[config.mk]
export PLATFORM = sky130hd
export DESIGN_NAME = nor_flash_range_erase_sequencer_flat
export DESIGN_NICKNAME = d
export VERILOG_FILES = /design/src/sv/nfres_pkg.sv /design/src/sv/nfres_if.sv /design/src/sv/nfres_rsp_fifo.sv /design/src/sv/nor_flash_range_erase_sequencer.sv /design/src/flat_wrapper.sv
export SDC_FILE = /design/constraint.sdc
export NUM_CORES = 1
export LEC_CHECK = 0
export BUFFER_PORTS_ARGS = -buffer_cell sky130_fd_sc_hd__buf_4
export CORE_MARGIN = 2
export CORE_UTILIZATION = 40
export DETAILED_ROUTE_END_ITERATION = 8
export GPL_ROUTABILITY_DRIVEN = 0
export GPL_TIMING_DRIVEN = 1
export PLACE_DENSITY = 0.64
export SLEW_MARGIN = 5
export SYNTH_ARGS = -nofsm -noshare
export SYNTH_HDL_FRONTEND = slang
export SYNTH_HIERARCHICAL = 1
export SYNTH_SLANG_ARGS = --single-unit
[constraint.sdc]
create_clock -name clk -period 5.8 [get_ports clk]
set_input_delay 0.29 -clock clk [delete_from_list [all_inputs] [get_ports clk]]
set_output_delay 0.29 -clock clk [all_outputs]
set_load 0.005 [all_outputs]
[src/sv/nfres_pkg.sv]
// Shared types, constants and sector map functions of the range erase sequencer.
`default_nettype none
package nfres_pkg;

	// Chip geometry
	localparam int unsigned CHIP_BYTES        = 4194304;
	localparam int unsigned SECTOR_UNIT_SHIFT = 8;
	localparam int unsigned SECTOR_COUNT      = 71;
	localparam int unsigned ADDR_W            = 22;
	localparam int unsigned LEN_W             = 23;
	localparam int unsigned SECT_W            = 7;
	localparam int unsigned UNIT_W            = ADDR_W - SECTOR_UNIT_SHIFT;

	// Boot block layout in 256-byte units
	localparam logic [UNIT_W-1:0] BOOT_BASE_UNIT = UNIT_W'(14'h3F00);
	localparam logic [SECT_W-1:0] BIG_SECTORS    = SECT_W'(63);
	localparam logic [SECT_W-1:0] TOP_SECTOR     = SECT_W'(SECTOR_COUNT - 1);

	// Operation codes
	localparam logic OP_START = 1'b0;
	localparam logic OP_POLL  = 1'b1;

	// Status byte bits
	localparam int unsigned DQ7 = 7;
	localparam int unsigned DQ5 = 5;

	// Result FIFO depth default (holds at least one two-result burst)
	localparam int unsigned RSP_FIFO_DEPTH = 4;

	typedef enum logic [2:0] {
		KIND_SECTOR   = 3'd0,
		KIND_CHIP     = 3'd1,
		KIND_RESET    = 3'd2,
		KIND_DONE_OK  = 3'd3,
		KIND_DONE_ERR = 3'd4,
		KIND_RANGE    = 3'd5,
		KIND_BUSY     = 3'd6
	} kind_t;

	typedef struct packed {
		logic              operation;
		logic [ADDR_W-1:0] start_address;
		logic [LEN_W-1:0]  byte_count;
		logic [7:0]        status_read;
		logic [7:0]        status_reread;
	} req_t;

	typedef struct packed {
		kind_t             kind;
		logic [ADDR_W-1:0] sector_address;
		logic              last;
	} rsp_t;

	// Push request from the decode stage to the result FIFO
	typedef struct packed {
		logic [1:0] count;
		rsp_t       first;
		rsp_t       second;
	} push_t;

	// Sector index that holds a byte address
	function automatic logic [SECT_W-1:0] sector_of(input logic [ADDR_W-1:0] a);
		logic [UNIT_W-1:0] unit;
		unit = UNIT_W'(a >> SECTOR_UNIT_SHIFT);
		if (unit < BOOT_BASE_UNIT)
			return SECT_W'(unit >> 8);
		return BIG_SECTORS + SECT_W'((unit - BOOT_BASE_UNIT) >> 5);
	endfunction

	// Byte address of the first byte of a sector
	function automatic logic [ADDR_W-1:0] sector_base(input logic [SECT_W-1:0] s);
		logic [UNIT_W-1:0] unit;
		logic [UNIT_W-1:0] off;
		off = UNIT_W'(s - BIG_SECTORS);
		if (s < BIG_SECTORS)
			unit = UNIT_W'(s) << 8;
		else
			unit = BOOT_BASE_UNIT + (off << 5);
		return ADDR_W'(unit) << SECTOR_UNIT_SHIFT;
	endfunction

endpackage
`default_nettype wire

[src/sv/nfres_if.sv]
// Valid/ready channel interfaces for erase requests and results.
`default_nettype none
interface nfres_req_if;
	logic            valid;
	logic            ready;
	nfres_pkg::req_t payload;

	modport source (output valid, output payload, input ready);
	modport sink   (input valid, input payload, output ready);
endinterface

interface nfres_rsp_if;
	logic            valid;
	logic            ready;
	nfres_pkg::rsp_t payload;

	modport source (output valid, output payload, input ready);
	modport sink   (input valid, input payload, output ready);
endinterface
`default_nettype wire

[src/sv/nfres_rsp_fifo.sv]
// Result FIFO: takes up to two results per cycle, hands out one per transaction.
`default_nettype none
module nfres_rsp_fifo #(
	parameter int unsigned DEPTH = nfres_pkg::RSP_FIFO_DEPTH
) (
	input  wire logic            clk,
	input  wire logic            arst_n,
	input  wire nfres_pkg::push_t push,
	output logic                 room2,
	nfres_rsp_if.source          rsp
);
	import nfres_pkg::*;

	localparam int unsigned PTR_W = (DEPTH > 1) ? $clog2(DEPTH) : 1;
	localparam int unsigned CNT_W = $clog2(DEPTH + 1);

	rsp_t             mem_q [DEPTH];
	logic [PTR_W-1:0] wr_ptr_q;
	logic [PTR_W-1:0] rd_ptr_q;
	logic [CNT_W-1:0] count_q;
	logic [PTR_W-1:0] wr_ptr_p1;
	logic [PTR_W-1:0] wr_ptr_p2;
	logic [PTR_W-1:0] rd_ptr_p1;
	logic             pop;

	function automatic logic [PTR_W-1:0] ptr_inc(input logic [PTR_W-1:0] p);
		return (p == PTR_W'(DEPTH - 1)) ? '0 : p + PTR_W'(1);
	endfunction

	assign wr_ptr_p1 = ptr_inc(wr_ptr_q);
	assign wr_ptr_p2 = ptr_inc(wr_ptr_p1);
	assign rd_ptr_p1 = ptr_inc(rd_ptr_q);
	assign pop       = rsp.valid && rsp.ready;
	assign room2     = count_q <= CNT_W'(DEPTH - 2);
	assign rsp.valid = count_q != '0;
	assign rsp.payload = mem_q[rd_ptr_q];

	// Store pushed results
	always_ff @(posedge clk) begin
		if (push.count != 2'd0)
			mem_q[wr_ptr_q] <= push.first;
		if (push.count == 2'd2)
			mem_q[wr_ptr_p1] <= push.second;
	end

	// Advance pointers and occupancy
	always_ff @(posedge clk or negedge arst_n) begin
		if (!arst_n) begin
			wr_ptr_q <= '0;
			rd_ptr_q <= '0;
			count_q  <= '0;
		end else begin
			case (push.count)
				2'd1:    wr_ptr_q <= wr_ptr_p1;
				2'd2:    wr_ptr_q <= wr_ptr_p2;
				default: wr_ptr_q <= wr_ptr_q;
			endcase
			if (pop)
				rd_ptr_q <= rd_ptr_p1;
			count_q <= count_q + CNT_W'(push.count) - CNT_W'(pop);
		end
	end

endmodule
`default_nettype wire

[src/sv/nor_flash_range_erase_sequencer.sv]
// Top level of the NOR flash range erase sequencer.
// Takes one request transaction per cycle: a start (address, byte count) or a poll
// (two status bytes). A request is registered, decoded against the sector map, and
// its results (none, one, or a reset/error pair) land in a small result FIFO, which
// registers them before they appear. The decode stage moves on only while the FIFO
// has room for two results; with the result side taking one transaction per cycle
// the block takes one request per cycle while that room lasts. A start while an
// erase runs returns busy; a chip-wide range is issued as a single chip erase, any
// other range as one sector erase per DQ7 completion.
`default_nettype none
module nor_flash_range_erase_sequencer #(
	parameter int unsigned RSP_DEPTH = nfres_pkg::RSP_FIFO_DEPTH
) (
	input  wire logic clk,
	input  wire logic arst_n,
	nfres_req_if.sink   req,
	nfres_rsp_if.source rsp
);
	import nfres_pkg::*;

	req_t              req_s1;
	logic              valid_s1;
	logic              busy_q;
	logic              whole_chip_q;
	logic [SECT_W-1:0] current_sector_q;
	logic [SECT_W-1:0] final_sector_q;

	logic              busy_d;
	logic              whole_chip_d;
	logic [SECT_W-1:0] current_sector_d;
	logic [SECT_W-1:0] final_sector_d;
	logic              room2;
	logic              advance;
	push_t             push;
	logic [ADDR_W+1:0] range_end;
	logic [ADDR_W+1:0] end_addr;
	logic [SECT_W-1:0] first_sec;
	logic [SECT_W-1:0] last_sec;
	logic [SECT_W-1:0] next_sec;
	logic              done_hit;

	assign advance   = valid_s1 && room2;
	assign req.ready = !valid_s1 || room2;

	// Hold the request in the input stage
	always_ff @(posedge clk) begin
		if (req.valid && req.ready)
			req_s1 <= req.payload;
	end

	always_ff @(posedge clk or negedge arst_n) begin
		if (!arst_n)
			valid_s1 <= 1'b0;
		else if (req.ready)
			valid_s1 <= req.valid;
	end

	// Range and sector lookup
	assign range_end = (ADDR_W+2)'(req_s1.start_address) + (ADDR_W+2)'(req_s1.byte_count);
	assign end_addr  = range_end - (ADDR_W+2)'(1);
	assign first_sec = sector_of(req_s1.start_address);
	assign last_sec  = sector_of(end_addr[ADDR_W-1:0]);
	assign next_sec  = current_sector_q + SECT_W'(1);
	assign done_hit  = req_s1.status_read[DQ7] ||
		(req_s1.status_read[DQ5] && req_s1.status_reread[DQ7]);

	// Decode one request into results and the next sequencer state
	always_comb begin
		busy_d           = busy_q;
		whole_chip_d     = whole_chip_q;
		current_sector_d = current_sector_q;
		final_sector_d   = final_sector_q;
		push.count       = 2'd0;
		push.first       = '{kind: KIND_DONE_OK, sector_address: '0, last: 1'b1};
		push.second      = '{kind: KIND_DONE_ERR, sector_address: '0, last: 1'b1};
		if (advance) begin
			if (req_s1.operation == OP_START) begin
				push.count = 2'd1;
				if (busy_q) begin
					push.first.kind = KIND_BUSY;
				end else if (req_s1.byte_count == '0) begin
					push.first.kind = KIND_DONE_OK;
				end else if (range_end > (ADDR_W+2)'(CHIP_BYTES)) begin
					push.first.kind = KIND_RANGE;
				end else begin
					busy_d           = 1'b1;
					current_sector_d = first_sec;
					final_sector_d   = last_sec;
					if (first_sec == '0 && last_sec == TOP_SECTOR) begin
						whole_chip_d    = 1'b1;
						push.first.kind = KIND_CHIP;
					end else begin
						whole_chip_d              = 1'b0;
						push.first.kind           = KIND_SECTOR;
						push.first.sector_address = sector_base(first_sec);
					end
				end
			end else if (busy_q) begin
				if (done_hit) begin
					push.count = 2'd1;
					if (whole_chip_q) begin
						busy_d       = 1'b0;
						whole_chip_d = 1'b0;
					end else begin
						current_sector_d = next_sec;
						if (next_sec <= final_sector_q &&
						    next_sec < SECT_W'(SECTOR_COUNT)) begin
							push.first.kind           = KIND_SECTOR;
							push.first.sector_address = sector_base(next_sec);
						end else begin
							busy_d = 1'b0;
						end
					end
				end else if (req_s1.status_read[DQ5]) begin
					busy_d          = 1'b0;
					whole_chip_d    = 1'b0;
					push.count      = 2'd2;
					push.first.kind = KIND_RESET;
					push.first.last = 1'b0;
				end
			end
		end
	end

	// Hold sequencer state
	always_ff @(posedge clk or negedge arst_n) begin
		if (!arst_n) begin
			busy_q           <= 1'b0;
			whole_chip_q     <= 1'b0;
			current_sector_q <= '0;
			final_sector_q   <= '0;
		end else begin
			busy_q           <= busy_d;
			whole_chip_q     <= whole_chip_d;
			current_sector_q <= current_sector_d;
			final_sector_q   <= final_sector_d;
		end
	end

	nfres_rsp_fifo #(
		.DEPTH(RSP_DEPTH)
	) u_rsp_fifo (
		.clk   (clk),
		.arst_n(arst_n),
		.push  (push),
		.room2 (room2),
		.rsp   (rsp)
	);

	// A chip erase only runs while the sequencer is busy
	a_chip_needs_busy: assert property (@(posedge clk) disable iff (!arst_n)
		whole_chip_q |-> busy_q)
		else $error("chip erase flag set while idle");

	// A running sector erase stays inside the range and the sector map
	a_sector_in_range: assert property (@(posedge clk) disable iff (!arst_n)
		busy_q |-> (current_sector_q <= final_sector_q &&
		            final_sector_q < SECT_W'(SECTOR_COUNT)))
		else $error("current sector outside planned range");

	// A reset result is always followed by the error result
	a_reset_then_err: assert property (@(posedge clk) disable iff (!arst_n)
		(rsp.valid && rsp.ready && rsp.payload.kind == KIND_RESET) |=>
		(rsp.valid && rsp.payload.kind == KIND_DONE_ERR && rsp.payload.last))
		else $error("reset result not followed by error result");

endmodule
`default_nettype wire
[src/flat_wrapper.sv]
// flat-port wrapper written by rule: the top's interface ports become plain ports
module nor_flash_range_erase_sequencer_flat import nfres_pkg::*;
#(
	parameter int unsigned RSP_DEPTH = nfres_pkg::RSP_FIFO_DEPTH
)
  (clk, arst_n, req_valid, req_payload, req_ready, rsp_valid, rsp_payload, rsp_ready);
  nfres_req_if req_i ();
  nfres_rsp_if rsp_i ();
  input  wire logic clk;
  input  wire logic arst_n;
  input wire logic [$bits(req_i.valid)-1:0] req_valid;
  input wire logic [$bits(req_i.payload)-1:0] req_payload;
  output wire logic [$bits(req_i.ready)-1:0] req_ready;
  output wire logic [$bits(rsp_i.valid)-1:0] rsp_valid;
  output wire logic [$bits(rsp_i.payload)-1:0] rsp_payload;
  input wire logic [$bits(rsp_i.ready)-1:0] rsp_ready;
  assign req_i.valid = req_valid;
  assign req_i.payload = req_payload;
  assign req_ready = req_i.ready;
  assign rsp_valid = rsp_i.valid;
  assign rsp_payload = rsp_i.payload;
  assign rsp_i.ready = rsp_ready;
  nor_flash_range_erase_sequencer #(.RSP_DEPTH(RSP_DEPTH)) u_core (.clk(clk), .arst_n(arst_n), .req(req_i), .rsp(rsp_i));
endmodule
==> flow_summary.yaml <==
synthesis:
  syn_area_per_cell_um2: 12.1
  ys_seq_area_share_pct: 45.3
  syn_area_mm2: 0.0115
  synth_cell_types: 94
  ys_ff_latch: 177
  ys.flop_type: "edfxtp_1"
  ys_warn_count: 6
  synth_xor_area_share_pct: 3.09
  muxShareOfSynthArea_pct: 17.0
  syn-instance-count: 948
  yosys.area_share.simple_pct: 11.6
  synthArstFlopShare_pct: 13.6
  synth-compound-area-share_pct: 12.8
  synth_top_family_by_area: "multiplexers"
  synthAdderAreaFrac_pct: 6.25
  synth_edf_count: 153
clock_network:
  ctsLongestPathBuffers: 2
  clk_latency_ns: 0.44
  cts_setup_buffers: 0
  clock-sinks: 177
  cts_tree: "built"
  clkTransAtPathRegs_ns: 0.08
  htreeDepth: 4
  numCtsBuffers: 17
  cts_root_buf: "clkbuf_16"
placed_design:
  dp_hpwl_um: 18300
  pre_cts_ws_ns: 0.102
  io_buffers: 80
die:
  start_util_pct: 40.9
  placementRows: 61
  die_y_um: 173
  die-area_mm2: 0.0300
  die_w_um: 173
  coreArea_mm2: 0.0280
  ios: 94
status:
  status: "finished clean"
layout:
  nets: 1310
  final_common_cell: "conb_1"
  area_delta_synth_final_pct: 19.0
  final_core_util_pct: 48.7
  mostFrequentLayoutCells: "156 x conb_1, 153 x edfxtp_1, 95 x buf_4"
  diodes: 0
  drive_gt1_share_pct: 25.5
setup_path:
  worstSetupPathType: "register to register"
  crit_chain: "ha_1 -> fa_2 -> a211oi_2 -> o21ai_2 -> o31ai_1 -> xnor2_1 -> a2111oi_4 -> nand4_1 -> nor2_2 -> xnor2_1 -> ha_2 -> nor4b_4 -> a2111oi_4 -> a32oi_1 -> or4_1 -> o21ai_4 -> o22ai_1 -> mux2_1"
  slowest_delay_ns: 0.60
  reg2reg_slack_ns: 0.16
  cp-end-kind: "register"
  critPathLaunchType: "register"
  r2r_end: "u_core/u_rsp_fifo/mem_q[1][18]$_DFFE_PP_"
  crit_family: "compound AO/OA/AOI/OAI gates"
  cp.required_ns: 5.99
  path_max_fanout: 6
  worst_ep_arrival_time_ns: 5.82
  crit_slowest_cell: "or4_1"
  rr_worst_depth: 18
  critical_path_buf_inv_count: 0
  worstReg2RegStart: "u_core/req_s1[16]$_DFFE_PP_"
sta:
  fin_crit_sh_pct: 97.2
  slew_violations: 0
  final.setup.worst_slack_ns: 0.164
  hold_viol_final: 0
  setup_violations: 0
  fin_skew_ns: 0.0130
  fmax_ghz: 0.177
  worst_pin_slew_ns: 0.998
  setup_tns_ns: 0
  relSlewSlack_pct: 33.5
  finalCriticalPeriod_ns: 5.64
power:
  comb_power_share_pct: 48.5
  leakage_nw: 5.48
  clock_power_share_pct: 19.3
  ir_worst_vdd_mv: 0.288
  p_seq_share_pct: 32.2
  power.internal_mw: 3.66
  switching_share_pct: 39.6
  p_sw_mw: 2.40
  p_per_area_mw_per_mm2: 444
worst_hold_path:
  min_path_cells: 1
  hold_end: "u_core/req_s1[21]$_DFFE_PP_"
  hp-start: "req_payload[21]"
  hold_path.class: "input pin to register"
grt:
  grt_pass1_wl_um: 42400
  overflow: 0
  grt_pass1_vias: 8080
  track_usage_pct: 17.9
  grt_max_degree: 49
  antenna_found_initial: 0
routing:
  initialDrtViolationCount: 482
  route.detailed.wl_per_inst_um: 16.6
  drt_wl_total_um: 26200
  wl_met3_um: 1040
  top_layer_used: "met4"
  dr_wl_met2_um: 12800
  drt_pass1_iterations: 7
  vias: 8113
  wl_met1_um: 11900
  postRouteAntennaNets: 0
  via_per_inst: 5.14
  drc: 0
flow_run:
  drv_cap: 0
==> power groups by stage <==
stage	clock network [mW]	logic (mW)	registers (mW)
after CTS	1.20	2.91	1.96
after floorplan	0	2.22	1.87
after global placement	0	2.86	1.97
after global routing	1.25	3.24	1.99
after detailed placement	0	2.89	1.98
final	1.17	2.94	1.95
==> worst max path at each step <==
stage | start | to | cells after the start
2_1_floorplan | u_core/req_s1[16]$_DFFE_PP_ | u_core/u_rsp_fifo/mem_q[0][16]$_DFFE_PP_ | 19
3_3_place_gp | u_core/req_s1[16]$_DFFE_PP_ | u_core/u_rsp_fifo/mem_q[0][16]$_DFFE_PP_ | 18
3_5_place_dp | u_core/req_s1[16]$_DFFE_PP_ | u_core/u_rsp_fifo/mem_q[0][16]$_DFFE_PP_ | 18
4_1_cts | u_core/req_s1[16]$_DFFE_PP_ | u_core/u_rsp_fifo/mem_q[0][16]$_DFFE_PP_ | 18
5_1_grt | u_core/req_s1[16]$_DFFE_PP_ | u_core/u_rsp_fifo/mem_q[0][16]$_DFFE_PP_ | 19
6_report | u_core/req_s1[16]$_DFFE_PP_ | u_core/u_rsp_fifo/mem_q[1][18]$_DFFE_PP_ | 18
==> cell type report <==
class	count	area, um^2
Clock buffer	18	429
Timing Repair Buffer	102	783
Fill cell	2587	14400
Inverter	38	143
Sequential cell	177	5200
Clock inverter	14	166
Multi-Input combinational cell	852	6440
Tap cell	378	473
==> stage by stage <==
stage	area, um^2	total power [mW]	instances	hold WS, ns
detailed placement	12900	4.88	1540	0.236
floorplan	12000	4.09	1102	-0.00559
CTS	13500	6.07	1573	0.000498
finish	13600	6.06	1579	0.0182
global route	13600	6.48	1579	-0.00364
global placement	12900	4.83	1540	0.232
==> Yosys cell counts, types with 7 or more instances <==
cell type,instances,area [um^2]
edfxtp_1,153,4590
mux2_2,85,957
nand2_1,61,229
nor2_1,58,218
a21oi_1,56,280
ha_1,54,676
o21ai_0,52,260
inv_1,38,143
xnor2_1,25,219
dfrtp_1,24,601
nand3_1,22,110
mux2_4,18,270
mux4_2,18,405
nor3_1,18,90.1
nand4_1,13,81.3
buf_6,12,135
xor2_1,11,96.3
a21o_1,10,75.1
and3_1,10,62.6
clkbuf_1,10,37.5
nand2b_1,10,62.6
a211oi_1,9,67.6
mux4_1,8,210
nor4_1,8,50.1
mux2_1,7,78.8
o22ai_1,7,43.8
==> flip-flops by register name, summed over array words and instances, names as in the netlist, 2 cells and up <==
signal and count:
u_core/u_rsp_fifo/rd_ptr_q 2, u_core/req_s1 49, u_core/u_rsp_fifo/mem_q 104, u_core/current_sector_q 7
u_core/u_rsp_fifo/wr_ptr_q 2, u_core/u_rsp_fifo/count_q 3, u_core/final_sector_q 7
==> routing by layer <==
layer / track usage (%) / vias to the layer above
li1: - / 3966
met5: 0 / -
met4: 5.79 / 0
met3: 3.00 / 35
met1: 23.6 / 3920
met2: 30.3 / 192
==> what timing repair did <==
item,4_1_cts,5_1_grt
hold buffers,1,6
endpoints found under the hold margin,24,6
setup endpoints to repair,0,16
gates resized for setup,0,7
==> worst reg2reg max path, stage by stage, from the launching register on <==
cell and delay (ns):
edfxtp_1 0.42, ha_1 0.27, fa_2 0.39, a211oi_2 0.26
o21ai_2 0.15, o31ai_1 0.27, xnor2_1 0.18, a2111oi_4 0.38
nand4_1 0.23, nor2_2 0.25, xnor2_1 0.12, ha_2 0.43
nor4b_4 0.09, a2111oi_4 0.42, a32oi_1 0.19, or4_1 0.60
o21ai_4 0.21, o22ai_1 0.18, mux2_1 0.35
==> cell families after synthesis <==
family | count (synthesis)
AND/OR/NAND/NOR | 247
AO/OA/AOI/OAI | 216
flip-flops | 177
multiplexers | 139
buffers and inverters | 73
adder cells (fa/ha/maj) | 56
XOR/XNOR | 38
other | 2
No activity file was read; power rests on OpenSTA's default activity.
